`src/rtl/core/arbm_pkg.sv`:
```
`default_nettype none

package arbm_pkg;

    localparam int MAX_RULES = 64;
    localparam int KEY_WIDTH = 16;
    localparam int IDX_W = (MAX_RULES > 1) ? $clog2(MAX_RULES) : 1;
    localparam int CNT_W = $clog2(MAX_RULES + 1);
    localparam int TYPES_W = 7;
    localparam int STYPE_W = 3;
    localparam int IN_FIELDS_W = 2 * KEY_WIDTH + 2 + TYPES_W + 1 + STYPE_W;
    localparam int IN_DATA_W = ((IN_FIELDS_W + 7) / 8) * 8;
    localparam int OUT_DATA_W = 8;

    typedef enum logic [1:0] {
        MODE_ADD   = 2'd0,
        MODE_CHECK = 2'd1,
        MODE_EMPTY = 2'd2,
        MODE_NOP   = 2'd3
    } mode_t;

    typedef enum logic [1:0] {
        VERDICT_ALLOW   = 2'd0,
        VERDICT_NOMATCH = 2'd1,
        VERDICT_BLOCK   = 2'd2,
        VERDICT_NONE    = 2'd3
    } verdict_t;

    typedef enum logic [1:0] {
        REASON_NONE      = 2'd0,
        REASON_NO_TABLES = 2'd1,
        REASON_NOMATCH   = 2'd2,
        REASON_BLOCKED   = 2'd3
    } reason_t;

    typedef enum logic [1:0] {
        ST_IDLE,
        ST_RUN,
        ST_FINISH
    } state_t;

    typedef struct packed {
        logic                 en;
        logic [IDX_W-1:0]     idx;
        logic [KEY_WIDTH-1:0] user_id;
        logic                 user_wild;
        logic [KEY_WIDTH-1:0] table_id;
        logic                 table_wild;
        logic [TYPES_W-1:0]   types;
        logic                 allow;
    } rule_wr_t;

    typedef struct packed {
        logic                 valid;
        logic [KEY_WIDTH-1:0] user_key;
        logic [KEY_WIDTH-1:0] table_key;
        logic [STYPE_W-1:0]   stype;
        logic                 found;
        logic [1:0]           score;
        logic                 allow;
    } token_t;

    function automatic logic type_ok(input logic [TYPES_W-1:0] types,
                                     input logic [STYPE_W-1:0] stype);
        logic [TYPES_W:0] ext;
        ext = {1'b0, types};
        return (types == '0) || ext[stype];
    endfunction

endpackage

`default_nettype wire

```
`src/rtl/core/arbm_cell.sv`:
```
`default_nettype none

module arbm_cell (
    input  wire logic                    clk,
    input  wire logic                    rst_n,
    input  wire logic [arbm_pkg::IDX_W-1:0] cell_idx,
    input  wire logic [arbm_pkg::CNT_W-1:0] rules_stored,
    input  wire arbm_pkg::rule_wr_t      wr,
    input  wire arbm_pkg::token_t        tok_in,
    output arbm_pkg::token_t             tok_out
);
    import arbm_pkg::*;

    logic [KEY_WIDTH-1:0] user_id_reg;
    logic                 user_wild_reg;
    logic [KEY_WIDTH-1:0] table_id_reg;
    logic                 table_wild_reg;
    logic [TYPES_W-1:0]   types_reg;
    logic                 allow_reg;

    logic   valid_reg;
    token_t tok_reg;
    token_t tok_next;

    logic       occupied;
    logic       hit;
    logic [1:0] score;
    logic       take;

    always_ff @(posedge clk)
    begin
        if (wr.en && wr.idx == cell_idx)
        begin
            user_id_reg    <= wr.user_id;
            user_wild_reg  <= wr.user_wild;
            table_id_reg   <= wr.table_id;
            table_wild_reg <= wr.table_wild;
            types_reg      <= wr.types;
            allow_reg      <= wr.allow;
        end
    end

    always_comb
    begin
        occupied = {{(CNT_W - IDX_W){1'b0}}, cell_idx} < rules_stored;
        hit = occupied
            && (user_wild_reg || user_id_reg == tok_in.user_key)
            && (table_wild_reg || table_id_reg == tok_in.table_key)
            && type_ok(types_reg, tok_in.stype);
        score = {!user_wild_reg, !table_wild_reg};
        take = hit && (!tok_in.found || score > tok_in.score
                       || (score == tok_in.score && !allow_reg));
        tok_next = tok_in;
        if (take)
        begin
            tok_next.found = 1'b1;
            tok_next.score = score;
            tok_next.allow = allow_reg;
        end
    end

    always_ff @(posedge clk or negedge rst_n)
    begin
        if (!rst_n)
        begin
            valid_reg <= 1'b0;
        end
        else
        begin
            valid_reg <= tok_next.valid;
        end
    end

    always_ff @(posedge clk)
    begin
        tok_reg <= tok_next;
    end

    always_comb
    begin
        tok_out       = tok_reg;
        tok_out.valid = valid_reg;
    end

endmodule

`default_nettype wire

```
`src/rtl/core/arbm_chain.sv`:
```
`default_nettype none

module arbm_chain (
    input  wire logic                       clk,
    input  wire logic                       rst_n,
    input  wire logic [arbm_pkg::CNT_W-1:0] rules_stored,
    input  wire arbm_pkg::rule_wr_t         wr,
    input  wire arbm_pkg::token_t           tok_in,
    output arbm_pkg::token_t                tok_out
);
    import arbm_pkg::*;

    token_t link [0:MAX_RULES];

    assign link[0] = tok_in;

    for (genvar i = 0; i < MAX_RULES; i++)
    begin : g_cell
        arbm_cell u_cell (
            .clk          (clk),
            .rst_n        (rst_n),
            .cell_idx     (IDX_W'(i)),
            .rules_stored (rules_stored),
            .wr           (wr),
            .tok_in       (link[i]),
            .tok_out      (link[i+1])
        );
    end

    assign tok_out = link[MAX_RULES];

endmodule

`default_nettype wire

```
`src/rtl/core/access_rule_best_match.sv`:
```
// Access-rule classifier with best-match selection.
// Input stream s_axis: tuser carries the item kind (add rule, check one table,
// query with no tables, no-op), tlast marks the final table of a query, tdata the
// rule or query fields. Output stream m_axis: one transfer per input item,
// tlast set when the final query verdict is given.
// Rules live in a row of MAX_RULES cells, one rule each. A check injects a
// token at the head of the row; it advances one cell per cycle and each cell
// folds its rule into the best match so far. The time a check takes from
// transfer to result is set by the length of the cell row; add and no-table
// items do not pass through the row. One item is in work at a time; the next
// transfer is taken only once the result of the item before is in the output register.
// The result waits in an output register; when the receiver stalls, the block
// still takes the next item and holds its result until the register frees.
// Reset clears the rule count, the sticky query denial and all handshakes;
// rule contents are not cleared and are never read before being written.
`default_nettype none

module access_rule_best_match (
    input  wire logic                            clk,
    input  wire logic                            rst_n,
    input  wire logic                            s_axis_tvalid,
    output logic                                 s_axis_tready,
    // user_key, user_any, table_key, table_any, type_mask, effect_allow,
    // statement_type, zero fill
    input  wire logic [arbm_pkg::IN_DATA_W-1:0]  s_axis_tdata,
    input  wire logic                            s_axis_tlast,
    // mode
    input  wire logic [1:0]                      s_axis_tuser,
    output logic                                 m_axis_tvalid,
    input  wire logic                            m_axis_tready,
    // rule_accepted, table_verdict, query_allowed, deny_reason, zero fill
    output logic [arbm_pkg::OUT_DATA_W-1:0]      m_axis_tdata,
    output logic                                 m_axis_tlast
);
    import arbm_pkg::*;

    localparam int UA_B = KEY_WIDTH;
    localparam int TK_L = KEY_WIDTH + 1;
    localparam int TA_B = 2 * KEY_WIDTH + 1;
    localparam int TM_L = 2 * KEY_WIDTH + 2;
    localparam int EA_B = TM_L + TYPES_W;
    localparam int ST_L = EA_B + 1;

    state_t   state_reg, state_next;
    mode_t    mode_reg;
    logic     last_reg;
    logic     acc_reg;
    verdict_t verdict_reg;

    logic [CNT_W-1:0] count_reg;
    logic             denied_reg;
    reason_t          first_reason_reg;

    logic     out_valid_reg;
    logic     out_acc_reg;
    verdict_t out_verdict_reg;
    logic     out_done_reg;
    logic     out_allowed_reg;
    reason_t  out_reason_reg;

    logic     in_xfer;
    logic     load_out;
    mode_t    in_mode;
    logic     full;
    rule_wr_t wr;
    token_t   tok_in;
    token_t   tok_out;

    logic     r_acc;
    verdict_t r_verdict;
    logic     r_done;
    logic     r_allowed;
    reason_t  r_reason;
    logic     r_denied;
    reason_t  r_first;
    verdict_t chain_verdict;

    assign in_mode = mode_t'(s_axis_tuser);
    assign in_xfer = s_axis_tvalid && s_axis_tready;
    assign full    = (count_reg == CNT_W'(MAX_RULES));

    always_comb
    begin
        wr.en         = in_xfer && in_mode == MODE_ADD && !full;
        wr.idx        = count_reg[IDX_W-1:0];
        wr.user_id    = s_axis_tdata[KEY_WIDTH-1:0];
        wr.user_wild  = s_axis_tdata[UA_B];
        wr.table_id   = s_axis_tdata[TK_L +: KEY_WIDTH];
        wr.table_wild = s_axis_tdata[TA_B];
        wr.types      = s_axis_tdata[TM_L +: TYPES_W];
        wr.allow      = s_axis_tdata[EA_B];

        tok_in.valid     = in_xfer && in_mode == MODE_CHECK;
        tok_in.user_key  = s_axis_tdata[KEY_WIDTH-1:0];
        tok_in.table_key = s_axis_tdata[TK_L +: KEY_WIDTH];
        tok_in.stype     = s_axis_tdata[ST_L +: STYPE_W];
        tok_in.found     = 1'b0;
        tok_in.score     = 2'd0;
        tok_in.allow     = 1'b0;
    end

    arbm_chain u_chain (
        .clk          (clk),
        .rst_n        (rst_n),
        .rules_stored (count_reg),
        .wr           (wr),
        .tok_in       (tok_in),
        .tok_out      (tok_out)
    );

    assign chain_verdict = !tok_out.found ? VERDICT_NOMATCH
                         : (tok_out.allow ? VERDICT_ALLOW : VERDICT_BLOCK);

    always_ff @(posedge clk or negedge rst_n)
    begin
        if (!rst_n)
        begin
            state_reg <= ST_IDLE;
        end
        else
        begin
            state_reg <= state_next;
        end
    end

    always_comb
    begin
        state_next    = state_reg;
        s_axis_tready = 1'b0;
        load_out      = 1'b0;
        case (state_reg)
            ST_IDLE:
            begin
                s_axis_tready = 1'b1;
                if (s_axis_tvalid)
                begin
                    state_next = (in_mode == MODE_CHECK) ? ST_RUN : ST_FINISH;
                end
            end
            ST_RUN:
            begin
                if (tok_out.valid)
                begin
                    state_next = ST_FINISH;
                end
            end
            ST_FINISH:
            begin
                if (!out_valid_reg || m_axis_tready)
                begin
                    load_out   = 1'b1;
                    state_next = ST_IDLE;
                end
            end
            default:
            begin
                state_next = ST_IDLE;
            end
        endcase
    end

    always_comb
    begin
        r_acc     = 1'b0;
        r_verdict = VERDICT_NONE;
        r_done    = 1'b0;
        r_allowed = 1'b0;
        r_reason  = REASON_NONE;
        r_denied  = denied_reg;
        r_first   = first_reason_reg;
        case (mode_reg)
            MODE_ADD:
            begin
                r_acc = acc_reg;
            end
            MODE_CHECK:
            begin
                r_verdict = verdict_reg;
                if (!denied_reg && verdict_reg != VERDICT_ALLOW)
                begin
                    r_denied = 1'b1;
                    r_first  = (verdict_reg == VERDICT_NOMATCH) ? REASON_NOMATCH
                                                                : REASON_BLOCKED;
                end
                if (last_reg)
                begin
                    r_done    = 1'b1;
                    r_allowed = !r_denied;
                    r_reason  = r_denied ? r_first : REASON_NONE;
                    r_denied  = 1'b0;
                    r_first   = REASON_NONE;
                end
            end
            MODE_EMPTY:
            begin
                r_done   = 1'b1;
                r_reason = REASON_NO_TABLES;
                r_denied = 1'b0;
                r_first  = REASON_NONE;
            end
            default:
            begin
                r_acc = 1'b0;
            end
        endcase
    end

    always_ff @(posedge clk or negedge rst_n)
    begin
        if (!rst_n)
        begin
            count_reg        <= '0;
            denied_reg       <= 1'b0;
            first_reason_reg <= REASON_NONE;
            out_valid_reg    <= 1'b0;
        end
        else
        begin
            if (wr.en)
            begin
                count_reg <= count_reg + CNT_W'(1);
            end
            if (load_out)
            begin
                denied_reg       <= r_denied;
                first_reason_reg <= r_first;
                out_valid_reg    <= 1'b1;
            end
            else if (m_axis_tready)
            begin
                out_valid_reg <= 1'b0;
            end
        end
    end

    always_ff @(posedge clk)
    begin
        if (in_xfer)
        begin
            mode_reg <= in_mode;
            last_reg <= s_axis_tlast;
            acc_reg  <= !full;
        end
        if (state_reg == ST_RUN && tok_out.valid)
        begin
            verdict_reg <= chain_verdict;
        end
        if (load_out)
        begin
            out_acc_reg     <= r_acc;
            out_verdict_reg <= r_verdict;
            out_done_reg    <= r_done;
            out_allowed_reg <= r_allowed;
            out_reason_reg  <= r_reason;
        end
    end

    assign m_axis_tvalid = out_valid_reg;
    assign m_axis_tlast  = out_done_reg;
    assign m_axis_tdata  = {{(OUT_DATA_W - 6){1'b0}}, out_reason_reg, out_allowed_reg,
                            out_verdict_reg, out_acc_reg};

    a_count_bound: assert property (@(posedge clk) disable iff (!rst_n)
        count_reg <= CNT_W'(MAX_RULES))
        else $error("rule count above capacity");

    a_chain_in_run: assert property (@(posedge clk) disable iff (!rst_n)
        tok_out.valid |-> state_reg == ST_RUN)
        else $error("chain result outside run state");

    a_full_hold: assert property (@(posedge clk) disable iff (!rst_n)
        (in_xfer && in_mode == MODE_ADD && full) |=> $stable(count_reg))
        else $error("rule stored into full table");

    a_reason_done: assert property (@(posedge clk) disable iff (!rst_n)
        (out_valid_reg && !out_done_reg) |-> (out_reason_reg == REASON_NONE
                                              && !out_allowed_reg))
        else $error("verdict given without query end");

    a_tready_idle: assert property (@(posedge clk) disable iff (!rst_n)
        (state_reg == ST_RUN) |-> !s_axis_tready)
        else $error("transfer taken while chain busy");

endmodule

`default_nettype wire

```
`config.mk`:
```
export PLATFORM = sky130hd
export DESIGN_NAME = access_rule_best_match
export DESIGN_NICKNAME = d
export VERILOG_FILES = /design/src/rtl/core/arbm_pkg.sv /design/src/rtl/core/arbm_cell.sv /design/src/rtl/core/arbm_chain.sv /design/src/rtl/core/access_rule_best_match.sv
export SDC_FILE = /design/constraint.sdc
export NUM_CORES = 2
export LEC_CHECK = 0
export BUFFER_PORTS_ARGS = -buffer_cell sky130_fd_sc_hd__buf_4
export CAP_MARGIN = 15
export CORE_MARGIN = 2
export CORE_UTILIZATION = 45
export CTS_CLUSTER_SIZE = 25
export DETAILED_ROUTE_END_ITERATION = 12
export GPL_ROUTABILITY_DRIVEN = 0
export SKIP_LAST_GASP = 1
export SLEW_MARGIN = 20
export SYNTH_ARGS = -nofsm -noshare
export SYNTH_HDL_FRONTEND = slang
export SYNTH_SLANG_ARGS = --single-unit
```
`constraint.sdc`:
```
create_clock -name clk -period 14.44 [get_ports clk]
set_input_delay 2.888 -clock clk [delete_from_list [all_inputs] [get_ports clk]]
set_output_delay 2.888 -clock clk [all_outputs]
set_load 0.01 [all_outputs]
```
# Word level (Yosys, flattened, before mapping)
# Index checks and enable logic that the tools add are counted.
[totals]
ramBits = 0
mem_count = 0
wordCells = 2553
in_bits = 55
ff_bits = 5237
mem_bits_ro = 0
output_inout_bits = 11
latch_bits = 0
[classes]
n_reduce_logical = 1039
n_mul = 0
order_cmp = 191
n_bitwise = 0
eq_ne = 264
n_mux = 216
n_addsub = 1
shift = 0
n_div = 0
[ops]
columns = ["cell", "n"]
rows = [
  ["16-bit equality test", 128],
  ["7-bit logical NOT", 64],
  ["1-bit logical AND", 388],
  ["1-bit logical OR", 319],
  ["1-bit logical NOT", 258],
  ["3-bit by 4-bit < comparator with 1-bit output, second input constant", 64],
  ["6-bit by 7-bit < comparator with 1-bit output, first input constant", 32],
  ["1-bit binary-select mux with 3-bit select", 64],
  ["6-bit equality test, second input constant", 32],
  ["3-bit two-way mux", 62],
  ["2-bit equality test", 63],
  ["2-bit greater-than comparator", 63],
  ["5-bit by 7-bit < comparator with 1-bit output, first input constant", 16],
  ["6-bit by 5-bit equality test with 1-bit output, second input constant", 16],
  ["1-bit two-way mux", 75],
  ["4-bit by 7-bit < comparator with 1-bit output, first input constant", 8],
  ["6-bit by 4-bit equality test with 1-bit output, second input constant", 8],
  ["3-bit by 7-bit < comparator with 1-bit output, first input constant", 4],
  ["6-bit by 3-bit equality test with 1-bit output, second input constant", 4],
  ["2-bit two-way mux", 9],
  ["1-bit by 7-bit < comparator with 1-bit output, first input constant", 2],
  ["2-bit by 7-bit < comparator with 1-bit output, first input constant", 2],
  ["6-bit by 2-bit equality test with 1-bit output, second input constant", 2],
  ["2-bit by 1-bit equality test with 1-bit output, second input constant", 4],
  ["other kinds (15)", 24],
]

# Longest topological paths before layout
[depth]
word_depth = 7
mapped_depth = 8

# Modules after synthesis
# Synthesis repeated with hierarchy kept, for this count alone.
[unflattened]
cells_unflattened = 11500
hier_area_um2 = 183424.7
[modules_own_cells]
columns = ["mod", "area_each_um2", "n_inst", "cells_per_inst"]
rows = [
  ["arbm_cell", 2846.5, 64, 178],
  ["access_rule_best_match", 1242.4, 1, 106],
  ["arbm_chain", 7.5, 1, 2],
]

# Least setup slack after synthesis
# Ideal clock, no wire load.
[synth_timing]
path_type = "input-to-reg"
from = "in s_axis_tvalid"
to = "reg u_chain.g_cell[63].u_cell.allow_reg, enable pin"
cell_stages = 4
required_ns = 13.942
path_buffers = 0
arrival_ns = 6.542
setup_slack_ns = 7.400
cell_sequence = "nand2_1 -> nor4b_4 -> nand2_2 -> nor3_1"
[synth_via]
elab_chain_len = 4
[synth_rtl]
columns = ["element", "line", "text"]
rows = [
  ["start: declaration", "access_rule_best_match.sv:21", "input wire logic s_axis_tvalid,"],
  ["1-bit logical AND", "access_rule_best_match.sv:79", "assign in_xfer = s_axis_tvalid && s_axis_tready;"],
  ["1-bit logical AND (2 in a row)", "access_rule_best_match.sv:84", "wr.en = in_xfer && in_mode == MODE_ADD && !full;"],
  ["1-bit logical AND", "arbm_cell.sv:32", "if (wr.en && wr.idx == cell_idx)"],
  ["end signal: assignment", "arbm_cell.sv:39", "allow_reg <= wr.allow;"],
  ["end: declaration", "arbm_cell.sv:19", "logic allow_reg;"],
]
# Every way passes these cells.
# A chain may end at the register's enable or synchronous reset.

# Worst setup path in the final report
[layout_timing]
from = "in s_axis_tvalid"
to = "reg u_chain.g_cell[22].u_cell.table_id_reg[5], enable pin"
[layout_via]
elab_chain_len = 4
[layout_rtl]
columns = ["element", "line", "text"]
rows = [
  ["1-bit logical AND", "access_rule_best_match.sv:79", ""],
  ["1-bit logical AND (2 in a row)", "access_rule_best_match.sv:84", ""],
  ["1-bit logical AND", "arbm_cell.sv:32", ""],
  ["end signal: assignment", "arbm_cell.sv:36", "table_id_reg <= wr.table_id;"],
  ["end: declaration", "arbm_cell.sv:16", "logic [KEY_WIDTH-1:0] table_id_reg;"],
]
# Every way passes these cells.

==> load_flow_metrics.sql <==
INSERT INTO impl_metrics (metric_group, metric, value, unit) VALUES
('synthesis', 'syn-mean-instance-area', '17.5', 'sq um'),
('clock_network', 'cts.htree.levels', '6', ''),
('synthesis', 'synthTopCellsByArea', 'sky130_fd_sc_hd__edfxtp_1 48%, sky130_fd_sc_hd__dfxtp_1 29%, sky130_fd_sc_hd__xor2_1 6.5%', ''),
('detailed_routing', 'via_count', '78600', ''),
('synthesis', 'muxShareOfSynthArea', '2.44', '%'),
('pwr', 'comb_power_share', '2.5', '%'),
('grt', 'grt.total_usage', '18.5', '%'),
('grt', 'number_of_antenna_violations_at_the_first_check_in_global_routing', '32', ''),
('pwr', 'net-switching-power', '6.26', 'mW'),
('sta', 'clock.fmax', '208', 'MHz'),
('clock_network', 'cts_num_sinks', '5237', ''),
('worst_setup_path', 'path_cells', 'buf_4 > nand2_1 > nor4b_4 > buf_4 > nand3_2 > nor2_4 > buf_12', ''),
('final_layout', 'layout-area-overhead-vs-synth', '15.3', '%'),
('clock_network', 'clkTransAtPathRegs', '60', 'ps'),
('clock_network', 'cts_hold_buffers', '0', ''),
('final_layout', 'drive_gt1_share', '12.3', '%'),
('clock_network', 'clock_insertion_delay_worst_skew', '1020', 'ps'),
('worst_setup_path', 'timing.critical_path.fanout_max', '27', ''),
('floorplan', 'fp.coreArea', '0.372', 'sq mm'),
('placement', 'post-place-cells', '14700', ''),
('detailed_routing', 'detail_route.drc_violations', '0', ''),
('pwr', 'share_of_power_burned_in_registers', '53.5', '%'),
('worst_setup_path', 'cp_common_cell', 'sky130_fd_sc_hd__buf_4', ''),
('run', 'cap_violations', '0', ''),
('pwr', 'leakage_power_figure', '68.3', 'nW'),
('detailed_routing', 'firstDrtPassIters', '5', ''),
('synthesis', 'yosys.area.top_type_share', '48.3', '%'),
('worst_setup_path', 'worst_setup_path_start_kind', 'primary input', ''),
('outcome', 'outcome', 'complete, no violations', ''),
('sta', 'max_slew_violation_count', '0', ''),
('final_layout', 'nNetsFinal', '10500', ''),
('synthesis', 'synth_largest_area_cell', 'sky130_fd_sc_hd__edfxtp_1', ''),
('final_layout', 'layout.cells.most_common_list', '2701 x sky130_fd_sc_hd__edfxtp_1, 2459 x sky130_fd_sc_hd__dfxtp_1, 1248 x sky130_fd_sc_hd__xor2_1, 806 x sky130_fd_sc_hd__xnor2_1, 542 x sky130_fd_sc_hd__clkbuf_16', ''),
('synthesis', 'netlist_cell_types', '65', ''),
('detailed_routing', 'route.final.wire_length', '356000', 'microns'),
('worst_setup_path', 'crit_path_top_delay_cell', 'sky130_fd_sc_hd__nor2_4', ''),
('detailed_routing', 'initialDrtViolationCount', '5544', ''),
('sta', 'grt_setup_unrepaired', 'no', ''),
('sta', 'finalClockSkew', '49.3', 'ps'),
('min_path', 'min-delay-path-class', 'flop to flop', ''),
('sta', 'hold_viol', '0', ''),
('pwr', 'power.clock.fraction', '43.9', '%'),
('pwr', 'p_sw_share', '20.6', '%'),
('sta', 'fin_setup_tns', '0', 'ps'),
('clock_network', 'clk_path_buf_depth', '4', ''),
('grt', 'grt_first_pass_wirelength', '528000', 'microns'),
('synthesis', 'synth-simple-area-share', '4.17', '%'),
('sta', 'final-setup-viol-count', '0', ''),
('clock_network', 'tritoncts', 'done', ''),
('grt', 'grt_remaining_overflow', '0', ''),
('floorplan', 'design.die.area', '0.378', 'sq mm'),
('clock_network', 'post-cts-setup-buffer-count', '0', ''),
('synthesis', 'yosys.area_share.xor_xnor', '10.7', '%'),
('grt', 'first_global_vias', '81200', ''),
('synthesis', 'yosysWarningCount', '0', ''),
('synthesis', 'combinational_family_with_the_most_area_after_synthesis', 'XOR/XNOR gates', ''),
('worst_setup_path', 'data_arrival_time_at_the_worst_slack_endpoint', '5490', 'ps'),
('synthesis', 'synth_seq_cells', '5237', ''),
('detailed_routing', 'detail-route-antenna-nets', '0', ''),
('floorplan', 'die_w', '615', 'microns'),
('floorplan', 'die_y', '615', 'microns'),
('pwr', 'cell_internal_pwr', '24.1', 'mW'),
('grt', 'grt_max_degree', '78', ''),
('floorplan', 'starting_utilization_of_the_core_area', '45.2', '%'),
('worst_setup_path', 'setup.worst_path.end_class', 'flop', ''),
('sta', 'worstMarginPinSlew', '1220', 'ps'),
('worst_setup_path', 'critical_path_class', 'primary input to flop', ''),
('detailed_routing', 'drt-wirelength-per-cell', '22.7', 'microns'),
('sta', 'fin_crit', '4820', 'ps'),
('worst_setup_path', 'worst-endpoint-required', '15120', 'ps'),
('sta', 'finalCritPeriodShare', '33.4', '%');
## stage by stage
step / setup WS (ps) / utilization (%) / cell area [sq um] / hold slack [ps]
after floorplan: 7400 / - / 168000 / 331
after detailed placement: 8290 / 47.3 / 176000 / 335
final: 9620 / 52.1 / 194000 / 338
after global routing: 9490 / 52.1 / 194000 / 344
after global placement: 8320 / 47.3 / 176000 / 341
after CTS: 9360 / 52.0 / 193000 / 334
## cells by family after synthesis
group	after synthesis
DFF	5237
muxes	316
other	1
xor gates and xnor gates	2054
adders and majority gates	133
AOI/OAI and AO/OA	500
buffers and inverters	227
and+or+nand+nor	1131
## per-layer routing
metal	wire, microns	vias up	part of all wire, %	GRT usage [%]
met2	169000	1564	48	30.5
met3	15600	574	4.4	2.59
met4	8930	8	2.5	5.06
li1	-	36400	-	-
met5	54	-	0.015	0
met1	162000	40100	46	25.7
## final cells by class
cell class	count	area, sq um
timing repair buffer	196	1900
clock inverter	195	2120
inverter	201	759
fill	29600	178000
clock buffer	764	15000
tap	4972	6220
antenna	8	20.0
sequential	5237	132000
multi-input combinational	4136	35400
## cells in the mapped netlist, types with 9 or more instances
cell type and n:
sky130_fd_sc_hd__dfrtp_1 77, sky130_fd_sc_hd__xnor2_1 806, sky130_fd_sc_hd__or2_2 63, sky130_fd_sc_hd__and3_1 28
sky130_fd_sc_hd__nor2b_1 29, sky130_fd_sc_hd__nor3_1 47, sky130_fd_sc_hd__nand3_1 17, sky130_fd_sc_hd__inv_1 200
sky130_fd_sc_hd__edfxtp_1 2701, sky130_fd_sc_hd__o22ai_1 27, sky130_fd_sc_hd__nor2_1 89, sky130_fd_sc_hd__nand2_1 101
sky130_fd_sc_hd__mux2_4 14, sky130_fd_sc_hd__xor2_1 1248, sky130_fd_sc_hd__nor4_1 401, sky130_fd_sc_hd__mux4_2 64
sky130_fd_sc_hd__o21ai_0 54, sky130_fd_sc_hd__nor4_2 13, sky130_fd_sc_hd__a31o_2 12, sky130_fd_sc_hd__o221ai_1 73
sky130_fd_sc_hd__or4_1 23, sky130_fd_sc_hd__a2111oi_4 29, sky130_fd_sc_hd__dfxtp_1 2459, sky130_fd_sc_hd__a31oi_1 26
sky130_fd_sc_hd__o41ai_1 11, sky130_fd_sc_hd__nand2b_1 68, sky130_fd_sc_hd__mux2_1 14, sky130_fd_sc_hd__nor4_4 16
sky130_fd_sc_hd__a41oi_1 78, sky130_fd_sc_hd__ha_1 133, sky130_fd_sc_hd__nor3_2 12, sky130_fd_sc_hd__or4_4 9
sky130_fd_sc_hd__o21a_1 63, sky130_fd_sc_hd__mux2i_1 189, sky130_fd_sc_hd__a21oi_1 104, sky130_fd_sc_hd__nand4_1 201
sky130_fd_sc_hd__mux2_2 35
## path summary, 6_finish.rpt
check | start | to | slack (ps) | cells after the start
min reg2reg | u_chain.g_cell[57].u_cell.valid_reg$_DFF_PN0_ | u_chain.g_cell[58].u_cell.valid_reg$_DFF_PN0_ | 340 | 0
max in group asynchronous | rst_n | count_reg[4]$_DFFE_PN0P_ | 11930 | 1
min in group asynchronous | rst_n | u_chain.g_cell[4].u_cell.valid_reg$_DFF_PN0_ | 1940 | 1
max reg2reg | count_reg[2]$_DFFE_PN0P_ | u_chain.g_cell[22].u_cell.table_id_reg[5]$_DFFE_PP_ | 9780 | 7
max | s_axis_tvalid | u_chain.g_cell[22].u_cell.table_id_reg[5]$_DFFE_PP_ | 9620 | 7
min | u_chain.g_cell[57].u_cell.valid_reg$_DFF_PN0_ | u_chain.g_cell[58].u_cell.valid_reg$_DFF_PN0_ | 340 | 0
## power groups by stage
stage / Clock (mW) / Sequential, mW / Combinational (mW)
floorplan: 0 / 16.5 / 0.444
global placement: 0 / 16.6 / 0.762
detailed placement: 0 / 16.6 / 0.782
CTS: 13.6 / 16.2 / 0.789
global route: 14.2 / 16.3 / 0.855
finish: 13.3 / 16.2 / 0.771
## worst max-delay path, delay by kind of cell
kind / cells / cell delay (ps)
AND/OR/NAND/NOR: 4 / 1880
buffers and inverters: 3 / 650
Power figures use the tool's default switching activity.
